## src/design/tlsd_pkg.sv

```systemverilog
// Shared constants for the TLS handshake deframer.
// Holds record types, result event codes, error codes and register defaults.
// No dependencies.
package tlsd_pkg;

   localparam int unsigned MAX_REC_LEN_W = 15;
   localparam int unsigned MAX_MSG_LEN_W = 25;
   localparam int unsigned MSG_LEN_W     = 24;

   localparam logic [MAX_REC_LEN_W-1:0] MAX_REC_LEN_RESET = 15'd18432;
   localparam logic [MAX_MSG_LEN_W-1:0] MAX_MSG_LEN_RESET = 25'd73728;

   localparam logic [7:0] REC_TYPE_CCS       = 8'd20;
   localparam logic [7:0] REC_TYPE_ALERT     = 8'd21;
   localparam logic [7:0] REC_TYPE_HANDSHAKE = 8'd22;

   localparam logic [2:0] REC_HDR_LEN_HIGH = 3'd3;
   localparam logic [2:0] REC_HDR_LEN_LOW  = 3'd4;
   localparam logic [2:0] REC_HDR_PAYLOAD  = 3'd5;
   localparam logic [2:0] MSG_HDR_DONE     = 3'd4;

   localparam logic [1:0] EVENT_MESSAGE = 2'd0;
   localparam logic [1:0] EVENT_CCS     = 2'd1;
   localparam logic [1:0] EVENT_ALERT   = 2'd2;
   localparam logic [1:0] EVENT_ERROR   = 2'd3;

   localparam logic [1:0] ERR_RECORD_LEN  = 2'd0;
   localparam logic [1:0] ERR_RECORD_TYPE = 2'd1;
   localparam logic [1:0] ERR_MESSAGE_LEN = 2'd2;

   localparam logic CSR_MAX_RECORD_LEN  = 1'b0;
   localparam logic CSR_MAX_MESSAGE_LEN = 1'b1;

endpackage

```

## src/design/tls_handshake_deframer.sv

```systemverilog
// Any result of an accepted input byte is registered straight into the output register,
// which drains while the next byte is taken; one byte per cycle unless rsp_ready stalls.
// Reset: synchronous, active high; clears parse state, halt flag and output valid,
// and loads the length limits with their defaults. No clearing pass is needed.
// Depends on tlsd_pkg.
module tls_handshake_deframer (
   input  logic        clock,
   input  logic        reset,
   input  logic        req_valid,
   output logic        req_ready,
   input  logic [7:0]  req_stream_byte,
   output logic        rsp_valid,
   input  logic        rsp_ready,
   output logic [1:0]  rsp_event_kind,
   output logic [7:0]  rsp_message_type,
   output logic [7:0]  rsp_data_byte,
   output logic        rsp_first_of_message,
   output logic        rsp_last_of_message,
   output logic [7:0]  rsp_alert_level,
   output logic [7:0]  rsp_alert_description,
   output logic [1:0]  rsp_error_code,
   input  logic        csr_valid,
   output logic        csr_ready,
   input  logic        csr_index,
   input  logic [24:0] csr_data
);

   logic [tlsd_pkg::MAX_REC_LEN_W-1:0] max_rec_len_ff;
   logic [tlsd_pkg::MAX_MSG_LEN_W-1:0] max_msg_len_ff;

   logic [2:0]  rec_hdr_cnt_ff, rec_hdr_cnt_in;
   logic [7:0]  rec_kind_ff, rec_kind_in;
   logic [7:0]  rec_len_high_ff, rec_len_high_in;
   logic [14:0] rec_rem_ff, rec_rem_in;
   logic [2:0]  msg_hdr_cnt_ff, msg_hdr_cnt_in;
   logic [7:0]  msg_kind_ff, msg_kind_in;
   logic [23:0] msg_rem_ff, msg_rem_in;
   logic [7:0]  alert_level_ff, alert_level_in;
   logic [7:0]  alert_desc_ff, alert_desc_in;
   logic [1:0]  alert_seen_ff, alert_seen_in;
   logic        halted_ff, halted_in;

   logic        rsp_valid_ff, rsp_valid_in;
   logic [1:0]  rsp_kind_ff, res_kind;
   logic [7:0]  rsp_mtype_ff, res_mtype;
   logic [7:0]  rsp_data_ff, res_data;
   logic        rsp_first_ff, res_first;
   logic        rsp_last_ff, res_last;
   logic [7:0]  rsp_level_ff, res_level;
   logic [7:0]  rsp_desc_ff, res_desc;
   logic [1:0]  rsp_code_ff, res_code;
   logic        res_valid;

   logic        req_fire;
   logic [15:0] rec_len;
   logic [14:0] rec_rem_dec;
   logic        rec_end;
   logic [23:0] msg_rem_shift;
   logic [23:0] msg_rem_dec;
   logic [24:0] msg_total;
   logic [7:0]  b;

   assign req_ready = !rsp_valid_ff || rsp_ready;
   assign req_fire  = req_valid && req_ready;
   assign csr_ready = 1'b1;
   assign b         = req_stream_byte;

   assign rec_len       = {rec_len_high_ff, b};
   assign rec_rem_dec   = (rec_rem_ff != 15'd0) ? rec_rem_ff - 15'd1 : rec_rem_ff;
   assign rec_end       = (rec_rem_dec == 15'd0);
   assign msg_rem_shift = {msg_rem_ff[15:0], b};
   assign msg_total     = {1'b0, msg_rem_shift} + 25'd4;
   assign msg_rem_dec   = (msg_rem_ff != 24'd0) ? msg_rem_ff - 24'd1 : msg_rem_ff;

   always_comb begin
      rec_hdr_cnt_in  = rec_hdr_cnt_ff;
      rec_kind_in     = rec_kind_ff;
      rec_len_high_in = rec_len_high_ff;
      rec_rem_in      = rec_rem_ff;
      msg_hdr_cnt_in  = msg_hdr_cnt_ff;
      msg_kind_in     = msg_kind_ff;
      msg_rem_in      = msg_rem_ff;
      alert_level_in  = alert_level_ff;
      alert_desc_in   = alert_desc_ff;
      alert_seen_in   = alert_seen_ff;
      halted_in       = halted_ff;
      res_valid       = 1'b0;
      res_kind        = tlsd_pkg::EVENT_MESSAGE;
      res_mtype       = 8'd0;
      res_data        = 8'd0;
      res_first       = 1'b0;
      res_last        = 1'b0;
      res_level       = 8'd0;
      res_desc        = 8'd0;
      res_code        = tlsd_pkg::ERR_RECORD_LEN;

      if (req_fire && !halted_ff) begin
         if (rec_hdr_cnt_ff < tlsd_pkg::REC_HDR_PAYLOAD) begin
            rec_hdr_cnt_in = rec_hdr_cnt_ff + 3'd1;
            if (rec_hdr_cnt_ff == 3'd0) begin
               rec_kind_in = b;
            end else if (rec_hdr_cnt_ff == tlsd_pkg::REC_HDR_LEN_HIGH) begin
               rec_len_high_in = b;
            end else if (rec_hdr_cnt_ff == tlsd_pkg::REC_HDR_LEN_LOW) begin
               rec_hdr_cnt_in = 3'd0;
               if (rec_len == 16'd0 || rec_len > {1'b0, max_rec_len_ff}) begin
                  halted_in = 1'b1;
                  res_valid = 1'b1;
                  res_kind  = tlsd_pkg::EVENT_ERROR;
                  res_code  = tlsd_pkg::ERR_RECORD_LEN;
               end else if (rec_kind_ff != tlsd_pkg::REC_TYPE_CCS &&
                            rec_kind_ff != tlsd_pkg::REC_TYPE_ALERT &&
                            rec_kind_ff != tlsd_pkg::REC_TYPE_HANDSHAKE) begin
                  halted_in = 1'b1;
                  res_valid = 1'b1;
                  res_kind  = tlsd_pkg::EVENT_ERROR;
                  res_code  = tlsd_pkg::ERR_RECORD_TYPE;
               end else begin
                  rec_rem_in     = rec_len[14:0];
                  rec_hdr_cnt_in = tlsd_pkg::REC_HDR_PAYLOAD;
                  if (rec_kind_ff == tlsd_pkg::REC_TYPE_ALERT) begin
                     alert_level_in = 8'd0;
                     alert_desc_in  = 8'd0;
                     alert_seen_in  = 2'd0;
                  end
               end
            end
         end else begin
            rec_rem_in = rec_rem_dec;
            if (rec_end) begin
               rec_hdr_cnt_in = 3'd0;
            end
            if (rec_kind_ff == tlsd_pkg::REC_TYPE_CCS) begin
               if (rec_end) begin
                  msg_hdr_cnt_in = 3'd0;
                  msg_kind_in    = 8'd0;
                  msg_rem_in     = 24'd0;
                  res_valid      = 1'b1;
                  res_kind       = tlsd_pkg::EVENT_CCS;
               end
            end else if (rec_kind_ff == tlsd_pkg::REC_TYPE_ALERT) begin
               if (alert_seen_ff == 2'd0) begin
                  alert_level_in = b;
                  alert_seen_in  = 2'd1;
               end else if (alert_seen_ff == 2'd1) begin
                  alert_desc_in = b;
                  alert_seen_in = 2'd2;
               end
               if (rec_end) begin
                  halted_in = 1'b1;
                  res_valid = 1'b1;
                  res_kind  = tlsd_pkg::EVENT_ALERT;
                  res_level = alert_level_in;
                  res_desc  = alert_desc_in;
               end
            end else if (rec_kind_ff == tlsd_pkg::REC_TYPE_HANDSHAKE) begin
               res_valid = 1'b1;
               res_kind  = tlsd_pkg::EVENT_MESSAGE;
               res_data  = b;
               res_mtype = msg_kind_ff;
               if (msg_hdr_cnt_ff == 3'd0) begin
                  msg_kind_in    = b;
                  msg_rem_in     = 24'd0;
                  msg_hdr_cnt_in = 3'd1;
                  res_mtype      = b;
                  res_first      = 1'b1;
               end else if (msg_hdr_cnt_ff < tlsd_pkg::MSG_HDR_DONE) begin
                  msg_rem_in     = msg_rem_shift;
                  msg_hdr_cnt_in = msg_hdr_cnt_ff + 3'd1;
                  if (msg_hdr_cnt_in == tlsd_pkg::MSG_HDR_DONE) begin
                     if (msg_total > max_msg_len_ff) begin
                        halted_in = 1'b1;
                        res_kind  = tlsd_pkg::EVENT_ERROR;
                        res_code  = tlsd_pkg::ERR_MESSAGE_LEN;
                        res_mtype = 8'd0;
                        res_data  = 8'd0;
                     end else if (msg_rem_shift == 24'd0) begin
                        res_last       = 1'b1;
                        msg_hdr_cnt_in = 3'd0;
                     end
                  end
               end else begin
                  msg_rem_in = msg_rem_dec;
                  if (msg_rem_dec == 24'd0) begin
                     res_last       = 1'b1;
                     msg_hdr_cnt_in = 3'd0;
                  end
               end
            end
         end
      end
   end

   always_comb begin
      if (req_fire) begin
         rsp_valid_in = res_valid;
      end else if (rsp_ready) begin
         rsp_valid_in = 1'b0;
      end else begin
         rsp_valid_in = rsp_valid_ff;
      end
   end

   always_ff @(posedge clock) begin
      if (reset) begin
         max_rec_len_ff  <= tlsd_pkg::MAX_REC_LEN_RESET;
         max_msg_len_ff  <= tlsd_pkg::MAX_MSG_LEN_RESET;
         rec_hdr_cnt_ff  <= 3'd0;
         rec_kind_ff     <= 8'd0;
         rec_len_high_ff <= 8'd0;
         rec_rem_ff      <= 15'd0;
         msg_hdr_cnt_ff  <= 3'd0;
         msg_kind_ff     <= 8'd0;
         msg_rem_ff      <= 24'd0;
         alert_level_ff  <= 8'd0;
         alert_desc_ff   <= 8'd0;
         alert_seen_ff   <= 2'd0;
         halted_ff       <= 1'b0;
         rsp_valid_ff    <= 1'b0;
      end else begin
         if (csr_valid && csr_ready) begin
            if (csr_index == tlsd_pkg::CSR_MAX_RECORD_LEN) begin
               max_rec_len_ff <= csr_data[14:0];
            end else begin
               max_msg_len_ff <= csr_data;
            end
         end
         rec_hdr_cnt_ff  <= rec_hdr_cnt_in;
         rec_kind_ff     <= rec_kind_in;
         rec_len_high_ff <= rec_len_high_in;
         rec_rem_ff      <= rec_rem_in;
         msg_hdr_cnt_ff  <= msg_hdr_cnt_in;
         msg_kind_ff     <= msg_kind_in;
         msg_rem_ff      <= msg_rem_in;
         alert_level_ff  <= alert_level_in;
         alert_desc_ff   <= alert_desc_in;
         alert_seen_ff   <= alert_seen_in;
         halted_ff       <= halted_in;
         rsp_valid_ff    <= rsp_valid_in;
      end
   end

   always_ff @(posedge clock) begin
      if (req_fire && res_valid) begin
         rsp_kind_ff  <= res_kind;
         rsp_mtype_ff <= res_mtype;
         rsp_data_ff  <= res_data;
         rsp_first_ff <= res_first;
         rsp_last_ff  <= res_last;
         rsp_level_ff <= res_level;
         rsp_desc_ff  <= res_desc;
         rsp_code_ff  <= res_code;
      end
   end

   assign rsp_valid             = rsp_valid_ff;
   assign rsp_event_kind        = rsp_kind_ff;
   assign rsp_message_type      = rsp_mtype_ff;
   assign rsp_data_byte         = rsp_data_ff;
   assign rsp_first_of_message  = rsp_first_ff;
   assign rsp_last_of_message   = rsp_last_ff;
   assign rsp_alert_level       = rsp_level_ff;
   assign rsp_alert_description = rsp_desc_ff;
   assign rsp_error_code        = rsp_code_ff;

`ifndef SYNTHESIS
   a_halt_sticky: assert property (@(posedge clock) disable iff (reset)
      halted_ff |=> halted_ff)
      else $error("Halt flag cleared without reset.");

   a_stop_halts: assert property (@(posedge clock) disable iff (reset)
      (rsp_valid_ff && (rsp_kind_ff == tlsd_pkg::EVENT_ERROR ||
                        rsp_kind_ff == tlsd_pkg::EVENT_ALERT)) |-> halted_ff)
      else $error("Alert or error item reported without halting.");

   a_rec_cnt_range: assert property (@(posedge clock) disable iff (reset)
      rec_hdr_cnt_ff <= tlsd_pkg::REC_HDR_PAYLOAD)
      else $error("Record header count out of range.");

   a_msg_cnt_range: assert property (@(posedge clock) disable iff (reset)
      msg_hdr_cnt_ff <= tlsd_pkg::MSG_HDR_DONE)
      else $error("Message header count out of range.");
`endif

endmodule

```

## config.mk

```make
export PLATFORM = sky130hd
export DESIGN_NAME = tls_handshake_deframer
export DESIGN_NICKNAME = d
export VERILOG_FILES = /design/src/design/tlsd_pkg.sv /design/src/design/tls_handshake_deframer.sv
export SDC_FILE = /design/constraint.sdc
export NUM_CORES = 1
export LEC_CHECK = 0
export BUFFER_PORTS_ARGS = -buffer_cell sky130_fd_sc_hd__buf_2
export CAP_MARGIN = 20
export CORE_UTILIZATION = 43
export DETAILED_ROUTE_END_ITERATION = 8
export PLACE_DENSITY = 0.59
export SYNTH_ARGS = -nofsm -noshare
export SYNTH_HDL_FRONTEND = slang
export SYNTH_SLANG_ARGS = --single-unit
```

## constraint.sdc

```tcl
create_clock -name clock -period 3.65 [get_ports clock]
set_input_delay 0.1825 -clock clock [delete_from_list [all_inputs] [get_ports clock]]
set_output_delay 0.1825 -clock clock [all_outputs]
set_load 0.01 [all_outputs]
```

### Word-level counts from Yosys, hierarchy flattened

Index checks and enable logic that the tools add are counted.

| storage, ports and cells | value |
|---|---|
| flip-flop bits (word level) | 167 |
| input bits | 39 |
| output and inout port bits | 41 |
| logic and storage cells | 234 |

| operators by class | value |
|---|---|
| $add $sub $neg | 5 |
| $lt $le $gt $ge | 4 |
| equal/unequal tests | 21 |
| mux-type cells | 130 |
| bitwise gates (word level) | 7 |
| reduce and logical (&&, ||, !) cells | 45 |

Operator list:

| kind | count |
|---|---|
| $mux W8 | 28 |
| $mux W24 | 7 |
| $mux W15 | 7 |
| $mux W2 | 33 |
| $logic_not A24 Y1 | 2 |
| $mux W3 | 16 |
| $mux W1 | 39 |
| $add A24 B3 Y25 const B | 1 |
| $gt A25 B25 Y1 | 1 |
| $eq A8 B5 Y1 const B | 3 |
| $ne A8 B5 Y1 const B | 3 |
| $reduce_bool A24 Y1 | 1 |
| $sub A24 B1 Y24 const B | 1 |
| $reduce_and A6 Y1 | 3 |
| $gt A16 B15 Y1 | 1 |
| $logic_not A16 Y1 | 1 |
| $logic_not A15 Y1 | 1 |
| $reduce_bool A15 Y1 | 1 |
| $reduce_bool A3 Y1 | 5 |
| $sub A15 B1 Y15 const B | 1 |
| $ne A2 B2 Y1 const B | 6 |
| $reduce_and A12 Y1 | 1 |
| $reduce_and A10 Y1 | 1 |
| $reduce_bool A2 Y1 | 5 |
| other kinds (23) | 44 |

### Depth between registers and ports, before layout

Gate-level depths: netlist of run 1.

| depth | value |
|---|---|
| word-level depth | 11 |
| depth in mapped cells | 16 |
| mapped depth without buffers | 16 |

### Worst setup path before layout of run 1

OpenSTA, ideal clock, no wires.

| timing | value |
|---|---|
| path type | reg2reg |
| start | register rec_rem_ff[0] |
| end | register rsp_desc_ff[0] (netlist: rsp_alert_description[0]) (enable) |
| setup time | 393 ps |
| data arrival time | 3312 ps |
| required time | 3257 ps |
| slack | -55 ps |
| cell stages (with the launch flop) | 13 |
| path buffers | 2 |
| clock period less this slack | 3705 ps |
| path through | dfxtp_1 > inv_1 > ha_1 > or4b_1 > buf_6 > nor4_1 > mux2_2 > nor3_1 > and4b_1 > buf_6 > mux2_2 > a21oi_2 > inv_1 |

| between the ends | value |
|---|---|
| word-level cells in the longest chain between the ends | 9 |
| elaborated cells between the ends (all ways) | 10 |
| classes of those cells | 1 x add/sub; 6 x mux; 3 x reduce/logical |

Ends and longest elaborated chain:

| what | RTL line | source |
|---|---|---|
| start, declared | tls_handshake_deframer.sv:34 | `logic [14:0] rec_rem_ff, rec_rem_in;` |
| start signal, assigned | tls_handshake_deframer.sv:231 | `rec_rem_ff <= rec_rem_in;` |
| $sub A15 B1 Y15 or $reduce_bool A15 Y1 (tied branches) | tls_handshake_deframer.sv:69 | `assign rec_rem_dec = (rec_rem_ff != 15'd0) ? rec_rem_ff - 15'd1 : rec_rem_ff;` |
| $mux W15 (*) | tls_handshake_deframer.sv:69 |  |
| $logic_not A15 Y1 (*) | tls_handshake_deframer.sv:70 | `assign rec_end = (rec_rem_dec == 15'd0);` |
| $mux W1 (*) | tls_handshake_deframer.sv:134, tls_handshake_deframer.sv:149 |  |
| $mux W1 | tls_handshake_deframer.sv:141 | `end else if (rec_kind_ff == tlsd_pkg::REC_TYPE_ALERT) begin` |
| $mux W1 (*) | tls_handshake_deframer.sv:133 | `if (rec_kind_ff == tlsd_pkg::REC_TYPE_CCS) begin` |
| $mux W1 (*) | tls_handshake_deframer.sv:98 | `if (rec_hdr_cnt_ff < tlsd_pkg::REC_HDR_PAYLOAD) begin` |
| $mux W1 (*) | tls_handshake_deframer.sv:97 | `if (req_fire && !halted_ff) begin` |
| $logic_and A1 B1 Y1 (*) | tls_handshake_deframer.sv:244 | `if (req_fire && res_valid) begin` |
| end signal, assigned | tls_handshake_deframer.sv:251 | `rsp_desc_ff <= res_desc;` |
| end, declared | tls_handshake_deframer.sv:50 | `logic [7:0] rsp_desc_ff, res_desc;` |

Mark *: on every way between the ends. The rest lies on a longest branch, timed or not.
A chain may end at the register's enable or synchronous reset.

### Worst setup path in the final report of run 1

| timing | value |
|---|---|
| start | register msg_rem_ff[0] |
| end | register halted_ff |

| between the ends | value |
|---|---|
| word-level cells in the longest chain between the ends | 4 |

Ends and longest elaborated chain:

| what | RTL line | source |
|---|---|---|
| start, declared | tls_handshake_deframer.sv:37 | `logic [23:0] msg_rem_ff, msg_rem_in;` |
| start signal, assigned | tls_handshake_deframer.sv:234 | `msg_rem_ff <= msg_rem_in;` |
| $add A24 B3 Y25 | tls_handshake_deframer.sv:72 | `assign msg_total = {1'b0, msg_rem_shift} + 25'd4;` |
| $gt A25 B25 Y1 | tls_handshake_deframer.sv:171 | `if (msg_total > max_msg_len_ff) begin` |
| $reduce_bool A3 Y1 (no source line) | - |  |
| $reduce_and A12 Y1 (no source line) | - |  |
| end signal, assigned | tls_handshake_deframer.sv:238 | `halted_ff <= halted_in;` |
| end, declared | tls_handshake_deframer.sv:41 | `logic halted_ff, halted_in;` |

Every way passes these cells.

==> results of run 1 <==
## layout by cell type, fill, tap and decap left out, drive strengths merged, types with 6 or more instances in the layout
| cell type | netlist | final |
|---|---|---|
| inv | 60 | 70 |
| nand3 | 37 | 37 |
| nand4 | 8 | 8 |
| ha | 51 | 51 |
| edfxtp | 38 | 38 |
| o21ai | 55 | 55 |
| or2 | 9 | 9 |
| clkbuf | 53 | 18 |
| xor2 | 8 | 8 |
| a21oi | 126 | 126 |
| nand2 | 191 | 191 |
| a31oi | 7 | 7 |
| nor2 | 118 | 118 |
| nand2b | 13 | 13 |
| a22oi | 26 | 26 |
| a22o | 11 | 11 |
| xnor2 | 21 | 21 |
| o31ai | 10 | 10 |
| nor2b | 7 | 7 |
| mux2i | 10 | 10 |
| and2 | 12 | 12 |
| dfxtp | 129 | 129 |
| a211oi | 14 | 14 |
| nor3 | 39 | 39 |
| dlygate4sd3 | 0 | 22 |
| or4 | 10 | 10 |
| and3 | 9 | 9 |
| buf | 29 | 146 |
| nor4 | 17 | 17 |
| a21o | 6 | 6 |
| or3 | 14 | 14 |
## cell families after synthesis
family / share of synthesized area
AOI/OAI and AO/OA: 0.2061
xor gates and xnor gates: 0.02588
adders and majority gates: 0.06501
buffers and inverters: 0.06169
DFF: 0.3793
muxes: 0.01364
other: 0.0003820
and+or+nand+nor: 0.2479
## flip-flops by register name, indices dropped and copies added, names as in the netlist, 8 cells and up
| signal | count |
|---|---|
| max_rec_len_ff | 15 |
| msg_rem_ff | 24 |
| max_msg_len_ff | 25 |
| rsp_alert_description | 8 |
| rsp_data_byte | 8 |
| rec_kind_ff | 8 |
| alert_level_ff | 8 |
| msg_kind_ff | 8 |
| alert_desc_ff | 8 |
| rec_rem_ff | 15 |
| rec_len_high_ff | 8 |
| rsp_alert_level | 8 |
| rsp_message_type | 8 |
## worst max-delay path, delay by kind of cell (launching register included)
kind                     cells  cell delay (ns)
AO/OA/AOI/OAI                4             0.73
AND/OR/NAND/NOR              7             1.77
adder cells (fa/ha/maj)      2             0.43
flip-flops                   1             0.35
XOR/XNOR                     1             0.13
## cells in the mapped netlist (9+ instances only)
cell      instances  area (um^2)
or2_2             9        56.30
dfxtp_1         129         2582
clkbuf_1         53        198.9
or3_1            14        87.58
a211oi_1         11        82.58
inv_1            60        225.2
a22oi_1          26        195.2
a21oi_2           9        78.83
o31ai_1          10        75.07
nor4_1           15        93.84
buf_2            13        65.06
and3_1            9        56.30
a21oi_1         117        585.6
xnor2_1          21        183.9
nand3_1          37        185.2
nand2b_1         13        81.33
ha_1             51        638.1
o21ai_0          44        220.2
and2_1           12        75.07
a22o_1           11        96.34
edfxtp_1         38         1141
nor2_1          117        439.2
mux2i_1          10        100.1
nor3_1           32        160.2
nand2_1         191        716.9
## layer usage
layer,track usage,part of all wire,up-vias
met1,0.3424,0.47,4368
met5,0,0,-
met4,0.08321,0.025,0
met3,0.03714,0.048,41
li1,-,-,4505
met2,0.3892,0.45,248
## report_power, final
group          leakage [nW]  internal, mW  total [mW]  switching [mW]
clock                 0.289         0.992        1.86           0.867
combinational          2.88         0.128       0.333           0.204
sequential             1.36          1.91        1.93          0.0226
## worst max-delay path by stage
| stage | cells past startpoint | to | startpoint | slack (ns) |
|---|---|---|---|---|
| after floorplan | 14 | halted_ff | msg_rem_ff[6] | 0.003 |
| after global placement | 17 | rsp_message_type[5] | req_stream_byte[6] | -0.33 |
| after detailed placement | 17 | rsp_message_type[5] | req_stream_byte[6] | -0.54 |
| after CTS | 14 | halted_ff | msg_rem_ff[0] | 0.03 |
| after global routing | 14 | halted_ff | msg_rem_ff[0] | 0.002 |
| final | 14 | halted_ff | msg_rem_ff[0] | 0.19 |
## per-stage QoR
step | power [mW] | TNS (ns) | std cells
after global routing | 4.266 | 0 | 1611
final | 4.127 | 0 | 1611
after detailed placement | 2.285 | -7.605 | 1557
after CTS | 4.136 | 0 | 1611
after global placement | 2.280 | -4.793 | 1557
after floorplan | 2.163 | 0 | 1213
## what timing repair did
action / 4_1_cts / 5_1_grt
endpoints found under the hold margin: 25 / 0
hold buffers: 22 / 0
endpoints found under the setup margin: 14 / 20
resized for setup: 5 / 12
pin swaps: 1 / 3
## final cells by class
| cell class | instances | area (um^2) | share of cell area |
|---|---|---|---|
| Clock buffer | 18 | 439.2 | 0.03780 |
| Clock inverter | 14 | 150.1 | 0.01292 |
| Inverter | 60 | 229.0 | 0.01971 |
| Multi-Input combinational cell | 904 | 5563 | 0.4788 |
| Sequential cell | 167 | 3725 | 0.3206 |
| Tap cell | 280 | 350.3 | 0.03016 |
| Timing Repair Buffer | 168 | 1161 | 0.09995 |
==> flow_summary_export.csv, run 1 <==
group,metric,value,unit
sta,tightest_slew,0.8874,ns
sta,slew-limit-headroom,0.4084,
cts,clk_latency,0.44,ns
hold_path,holdCritStartpoint,"csr_data[5]",
global_routing,antenna_found_initial,0,
synth,synthFlopType,"dfxtp_1",
floorplanning,dieArea,23440,um^2
synth,synth_cells,1213,
place,post-dp-hpwl,19740,um
layout,finish.utilization,0.5258,
global_routing,grt_max_degree,74,
layout,n_fill_cell,2137,
synth,yosys.cell_types.count,81,
sta,rsz0062_at_grt,"false",
critical_path,cp_max_fo,4,
synth,synth_edf_count,38,
critical_path,required,4.03,ns
routing,antenna_left,0,
status,outcome,"finished, final reports clean",
critical_path,slowest_delay,0.58,ns
synth,yosysWarnings,0,
sta,hold_viol_final,0,
sta,fmax,288.9,MHz
sta,fin_skew,0.01306,ns
power,p_leak,4.524,nW
routing,drcViolationCount,0,
floorplanning,fp.dieH,153.1,um
power,p_per_area,355.2,nW/um^2
floorplanning,core_area,22090,um^2
synth,yosysSeqAreaShare,0.3793,
cts,clk_pin_slew,0.07,ns
critical_path,worstPathCellList,"ha_1 > and3_2 > nand2_1 > nor2_2 > nand2_1 > xnor2_1 > ha_1 > nand4_1 > or4_4 > a41oi_4 > o2111ai_2 > or4_1 > a21oi_2 > o21ba_2",
layout,drive_gt1_frac,0.1863,
place,routabilityCongestion,0.9036,
place,preCtsSetupSlack,-0.5437,ns
critical_path,timing.rr.end,"halted_ff",
routing,detail_route.wl_per_cell,17.44,um
synth,synth_area_per_cell,8.092,um^2
floorplanning,die_w,153.1,um
global_routing,overflow,0,
synth,ys_ff_latch,167,
hold_path,worstHoldPathType,"in2reg",
floorplanning,std_cell_rows,54,
cts,clock_sinks,167,
layout,area_growth,18.36,%
routing,drtIter0Drc,633,
routing,num_vias,9162,
routing,vias_per_cell,5.687,
sta,period_share,0.9482,
synth,synthesis.area,9816,um^2
global_routing,grt_pass1_vias,8743,
critical_path,rr_worst_depth,14,
layout,final_area,11620,um^2
cts,numCtsBuffers,17,
cts,cts_tree,"yes",
critical_path,slowest_stage,"or4_4",
place,numPortBuffers,78,
cts,cts_buffer_depth,2,
synth,async_reset_ff_frac,0,
critical_path,startpoint_type,"register",
critical_path,worst-setup-path-type,"reg2reg",
sta,whs,0.01545,ns
flow_run,drv_cap,0,
cts,cts_setup_buffers,0,
layout,nets,1408,
critical_path,worst_ep_arrival_time,3.84,ns
floorplanning,pin_count,80,
critical_path,r2r_start,"msg_rem_ff[0]",
floorplanning,initial_core_util,0.4443,
global_routing,grt_pass1_wl,45950,um
power,peakVddDrop,0.2723,mV
layout,antennaDiodeCount,0,
routing,drt-pass1-iter-count,6,
hold_path,holdPathStages,3,
place,dpl_cell_area,10730,um^2
sta,finalSetupViolCount,0,
cts,cts_root_buffer,"clkbuf_16",
global_routing,grt_usage,0.2464,
critical_path,endpoint_kind,"register",
sta,min_period,3.461,ns
synth,synth_nets,1303,
sta,maxSlewViolCount,0,
sta,finalWorstSetupSlack,0.1891,ns
cts,h-tree-depth,4,
hold_path,hold_end,"max_rec_len_ff[5]",
routing,drt-total-wl,28100,um
critical_path,ff2ff_setup_slack,0.19,ns
Note: power is estimated with default switching activity, not from simulation.
==> run 2: changes to the inputs <==
--- a/config.mk
+++ b/config.mk
@@ -9,7 +9,6 @@
 export CAP_MARGIN = 20
 export CORE_UTILIZATION = 43
 export DETAILED_ROUTE_END_ITERATION = 8
-export PLACE_DENSITY = 0.59
 export SYNTH_ARGS = -nofsm -noshare
 export SYNTH_HDL_FRONTEND = slang
 export SYNTH_SLANG_ARGS = --single-unit
==> run 2 against run 1 <==
Compared with the run above: largest cell class unchanged; highest routed layer unchanged; hold slack lost 0.0040 ns; combinational power is essentially flat; utilization shrank 0.21 points; routed wire length grew 0.30%.
==> flow_summary_export.csv, run 2 (synthesized netlist as in run 1, its figures left out) <==
group,metric,value,unit
global_routing,grt_max_degree,63,
status,outcome,"finished, final reports clean",
sta,min_period,3.536,ns
global_routing,grt_pass1_wl,45920,um
global_routing,grt_pass1_vias,8658,
critical_path,startpoint_type,"register",
critical_path,worstPathCellList,"inv_1 > ha_1 > or4b_1 > nor4_1 > mux2_2 > nor3_1 > and4b_1 > mux2_2 > a21oi_2 > clkinvlp_4 > buf_12",
critical_path,required,3.78,ns
place,post-dp-hpwl,19490,um
floorplanning,pin_count,80,
critical_path,endpoint_kind,"register",
cts,cts_root_buffer,"clkbuf_16",
floorplanning,die_w,153.1,um
sta,finalWorstSetupSlack,0.1144,ns
layout,largest_reg_flops,25,
sta,tightest_slew,0.9033,ns
critical_path,critPathTopFamily,"simple AND/OR/NAND/NOR gates",
routing,drcViolationCount,0,
global_routing,overflow,0,
layout,nets,1409,
routing,drt-total-wl,28180,um
sta,fin_skew,0.009885,ns
power,p_per_area,344.7,nW/um^2
cts,clock_sinks,167,
global_routing,antenna_found_initial,0,
routing,vias_per_cell,5.655,
sta,period_share,0.9687,
layout,area_growth,17.88,%
layout,antennaDiodeCount,0,
routing,drt-pass1-iter-count,5,
global_routing,grt_usage,0.2463,
layout,layout_common_cells,"191 x nand2_1, 128 x dfxtp_1, 116 x a21oi_1, 113 x nor2_1, 77 x buf_2",
cts,cts_setup_buffers,0,
critical_path,slowest_stage,"or4b_1",
cts,cts_buffer_depth,2,
sta,hold_viol_final,0,
power,peakVddDrop,0.2198,mV
layout,n_fill_cell,2129,
critical_path,crit_path_frequent_cell,"mux2_2",
floorplanning,dieArea,23440,um^2
sta,slew-limit-headroom,0.3972,
routing,num_vias,9116,
power,p_leak,4.495,nW
layout,final_common_cell,"nand2_1",
floorplanning,std_cell_rows,54,
sta,maxSlewViolCount,0,
layout,largest_register,"max_msg_len_ff",
routing,antenna_left,0,
place,preCtsSetupSlack,-0.4519,ns
critical_path,slowest_delay,0.59,ns
cts,cts_tree,"yes",
layout,largestRegisters,"max_msg_len_ff: 25 flops, msg_rem_ff: 24 flops",
layout,final_cell_count_no_fill,1612,
cts,h-tree-depth,4,
sta,fmax,282.8,MHz
hold_path,worstHoldPathType,"in2reg",
floorplanning,fp.dieH,153.1,um
critical_path,worst_ep_arrival_time,3.67,ns
sta,finalSetupViolCount,0,
place,numPortBuffers,78,
cts,numCtsBuffers,17,
routing,drtIter0Drc,775,
critical_path,cp_max_fo,23,
critical_path,worst-path-buf-inv,3,
place,place_inst,1556,
cts,clk_latency,0.43,ns
place,routabilityCongestion,0.8887,
critical_path,worst-setup-path-type,"reg2reg",
floorplanning,core_area,22090,um^2
routing,detail_route.wl_per_cell,17.48,um
cts,clk_pin_slew,0.07,ns
floorplanning,initial_core_util,0.4443,
flow_run,drv_cap,0,
power,finalPower,3.989,mW
layout,drive_gt1_frac,0.1824,
-- run 2: layer usage --
metal	share of wire	vias up	global-route usage
li1	-	4508	-
met1	0.47	4312	0.3424
met2	0.46	249	0.3870
met3	0.046	47	0.03402
met4	0.025	0	0.09235
met5	0	-	0
-- run 2: worst reg2reg max path, delay by kind of cell (launching register included) --
kind	cells	cell delay, ns
compound gates	1	0.08
fa+ha+maj	1	0.18
buf+inv	3	0.38
flops	1	0.34
mux	2	0.62
simple gates	4	1.62
-- run 2: what timing repair did --
action / CTS / global route
hold buffers: 23 / 0
setup endpoints to repair: 14 / 23
endpoints found under the hold margin: 29 / 0
gates resized for setup: 4 / 10
pin swaps: 0 / 2
-- run 2: through the flow --
stage | instance area [um^2] | utilization | hold slack (ns) | TNS, ns
floorplan | 9822 | - | 0.3003 | 0
global placement | 10710 | 0.4849 | 0.3919 | -4.829
detailed placement | 10710 | 0.4849 | 0.4008 | -6.222
CTS | 11510 | 0.5212 | 0.002199 | 0
global route | 11570 | 0.5237 | 0.01299 | -0.003549
finish | 11570 | 0.5237 | 0.01146 | 0
-- run 2: path summary, 6_finish.rpt --
path | from | end | slack, ns | cells after the start
worst max-delay path | rec_rem_ff[0] | rsp_last_of_message | 0.11 | 11
worst min-delay path | csr_data[9] | max_rec_len_ff[9] | 0.01 | 3
worst max register to register | rec_rem_ff[0] | rsp_last_of_message | 0.11 | 11
worst min register to register | rec_kind_ff[7] | rec_kind_ff[7] | 0.45 | 2
-- run 2: cell type report --
cell class / instances / area [um^2] / area share
sequential: 167 / 3725 / 0.3219
clock buffer: 18 / 429.2 / 0.03709
tap: 280 / 350.3 / 0.03028
inverter: 60 / 229.0 / 0.01979
clock inverter: 14 / 123.9 / 0.01071
timing repair buffer: 169 / 1159 / 0.1001
multi-input combinational: 904 / 5555 / 0.4801
-- run 2: power by group --
| group | internal (mW) | switching (mW) |
|---|---|---|
| registers | 1.91 | 0.0216 |
| logic | 0.129 | 0.204 |
| clock network | 0.889 | 0.834 |
| total | 2.93 | 1.06 |
==> run 3: changes to the inputs <==
--- a/config.mk
+++ b/config.mk
@@ -7,6 +7,7 @@
 export LEC_CHECK = 0
 export BUFFER_PORTS_ARGS = -buffer_cell sky130_fd_sc_hd__buf_2
 export CAP_MARGIN = 20
+export CORE_ASPECT_RATIO = 1.75
 export CORE_UTILIZATION = 43
 export DETAILED_ROUTE_END_ITERATION = 8
 export SYNTH_ARGS = -nofsm -noshare
==> run 3 against run 2 <==
Compared with the run above: first-iteration DRC count down 27%; non-clock buffer count increased by 3; sequential cell count stayed put; cell count up 1.2%; sequential power is essentially flat; clock power rose by 7%; global-route usage grew 1.6 points; maximum frequency up 1.3%; via count rose by 0.95%; die area up 0.10%; critical path depth grew 4.
==> flow_summary_export.csv, run 3 (synthesized netlist as in run 1, its figures left out) <==
group,metric,value,unit
power,peakVddDrop,0.3137,mV
critical_path,startpoint_type,"register",
routing,detail_route.wl_per_cell,18.02,um
sta,fin_skew,0.01286,ns
cts,clk_latency,0.45,ns
routing,wl_met3,1057,um
critical_path,worstPathCellList,"ha_1 > and3_1 > nand2_2 > nor2_2 > nand2_1 > xnor2_1 > ha_1 > nand4_1 > or4_4 > a41oi_2 > buf_4 > o2111ai_1 > or4_4 > a21oi_4 > o21ba_2",
power,p_leak,4.550,nW
global_routing,overflow,0,
cts,cts_root_buffer,"clkbuf_16",
floorplanning,std_cell_rows,72,
routing,drt-total-wl,29390,um
sta,slew-limit-headroom,0.3114,
routing,antenna_left,0,
place,routabilityCongestion,0.9202,
critical_path,slowest_stage,"or4_4",
sta,maxSlewViolCount,0,
sta,min_period,3.489,ns
routing,drcViolationCount,0,
critical_path,endpoint_kind,"register",
layout,largest_register,"max_msg_len_ff",
floorplanning,core_area,22250,um^2
layout,n_fill_cell,2165,
cts,clock_sinks,167,
layout,area_growth,18.81,%
floorplanning,pin_count,80,
cts,clk_pin_slew,0.07,ns
sta,whs,0.01683,ns
routing,drt-pass1-iter-count,5,
hold_path,worstHoldPathType,"in2reg",
routing,drtIter0Drc,564,
cts,cts_buffer_depth,2,
critical_path,worst-setup-path-type,"reg2reg",
layout,final_area,11660,um^2
flow_run,drv_cap,0,
global_routing,grt_pass1_wl,46730,um
place,dpl_cell_area,10780,um^2
global_routing,grt_usage,0.2625,
critical_path,slowest_delay,0.56,ns
floorplanning,die_w,116.2,um
cts,cts_tree,"yes",
place,post-dp-hpwl,21370,um
layout,final_common_cell,"nand2_1",
sta,rsz0062_at_grt,"false",
floorplanning,dieArea,23460,um^2
layout,antennaDiodeCount,0,
sta,fmax,286.6,MHz
cts,numCtsBuffers,17,
critical_path,required,4.05,ns
layout,finish.utilization,0.5241,
cts,h-tree-depth,4,
sta,hold_viol_final,0,
global_routing,grt_max_degree,87,
critical_path,cp_max_fo,4,
place,numPortBuffers,78,
layout,layout_common_cells,"190 x nand2_1, 128 x dfxtp_1, 116 x a21oi_1, 113 x nor2_1, 77 x buf_2",
routing,drt-met1-wl,11120,um
routing,vias_per_cell,5.643,
routing,route.met2.wl,15810,um
status,outcome,"finished, final reports clean",
layout,drive_gt1_frac,0.1910,
critical_path,worst_ep_arrival_time,3.89,ns
power,p_per_area,352.9,nW/um^2
floorplanning,initial_core_util,0.4411,
routing,num_vias,9203,
layout,nets,1412,
routing,routed.top_layer,"met4",
global_routing,grt_pass1_vias,9056,
layout,largest_reg_flops,25,
sta,period_share,0.9559,
layout,largestRegisters,"max_msg_len_ff: 25 flops, msg_rem_ff: 24 flops",
floorplanning,fp.dieH,201.9,um
sta,tightest_slew,1.033,ns
sta,finalSetupViolCount,0,
global_routing,antenna_found_initial,0,
## run 3: cell count changes in the layout (fill, tap and decap cells not counted), sizes merged
cell         delta
buf             +7
bufinv          +2
clkbuf          +1
clkinv          -1
clkinvlp        -2
dlygate4sd3     -4
## run 3: critical path, delay by kind of cell, from the launching register on
kind	cells	cell delay [ns]
simple gates	7	1.71
compound gates	4	0.65
fa+ha+maj	2	0.44
flops	1	0.36
buf+inv	1	0.16
xor+xnor	1	0.13
## run 3: metrics by stage
stage	cells	worst slack (ns)	total power [mW]	TNS, ns
3_3_place_gp	1577	-0.3325	2.284	-4.019
2_1_floorplan	1213	0.003000	2.163	0
4_1_cts	1628	0.007855	4.138	0
6_report	1631	0.1611	4.115	0
5_1_grt	1631	0.02333	4.259	0
3_5_place_dp	1577	-0.4222	2.290	-5.447
## run 3: final timing paths
kind | slack, ns | startpoint | end | depth (start not counted)
min | 0.02 | csr_data[18] | max_msg_len_ff[18] | 3
max | 0.16 | msg_rem_ff[0] | halted_ff | 15
min reg2reg | 0.45 | max_msg_len_ff[4] | max_msg_len_ff[4] | 2
max reg2reg | 0.16 | msg_rem_ff[0] | halted_ff | 15
## run 3: where the power goes
group / internal (mW) / leakage [nW] / switching, mW
clock: 1.05 / 0.293 / 0.791
combinational: 0.131 / 2.90 / 0.205
sequential: 1.91 / 1.36 / 0.0215
## run 3: repair_timing
item                       4_1_cts  5_1_grt
hold endpoints to repair        28        0
pin swaps                        0        6
setup endpoints to repair        8       20
cloned                           0        0
gates resized for setup          2       15
buffers inserted                 0        2
hold buffers                    19        0
## run 3: cell type report
class / count / area [um^2] / area share
clock buffer: 19 / 454.2 / 0.03894
multi-input combinational: 904 / 5557 / 0.4765
tap: 296 / 370.4 / 0.03176
timing repair buffer: 172 / 1184 / 0.1015
sequential: 167 / 3725 / 0.3194
clock inverter: 13 / 143.9 / 0.01234
inverter: 60 / 229.0 / 0.01963
## run 3: per-layer routing
metal	track usage	vias up
met2	0.4777	221
met5	0	-
li1	-	4517
met3	0.05217	82
met4	0.1406	0
met1	0.2766	4383
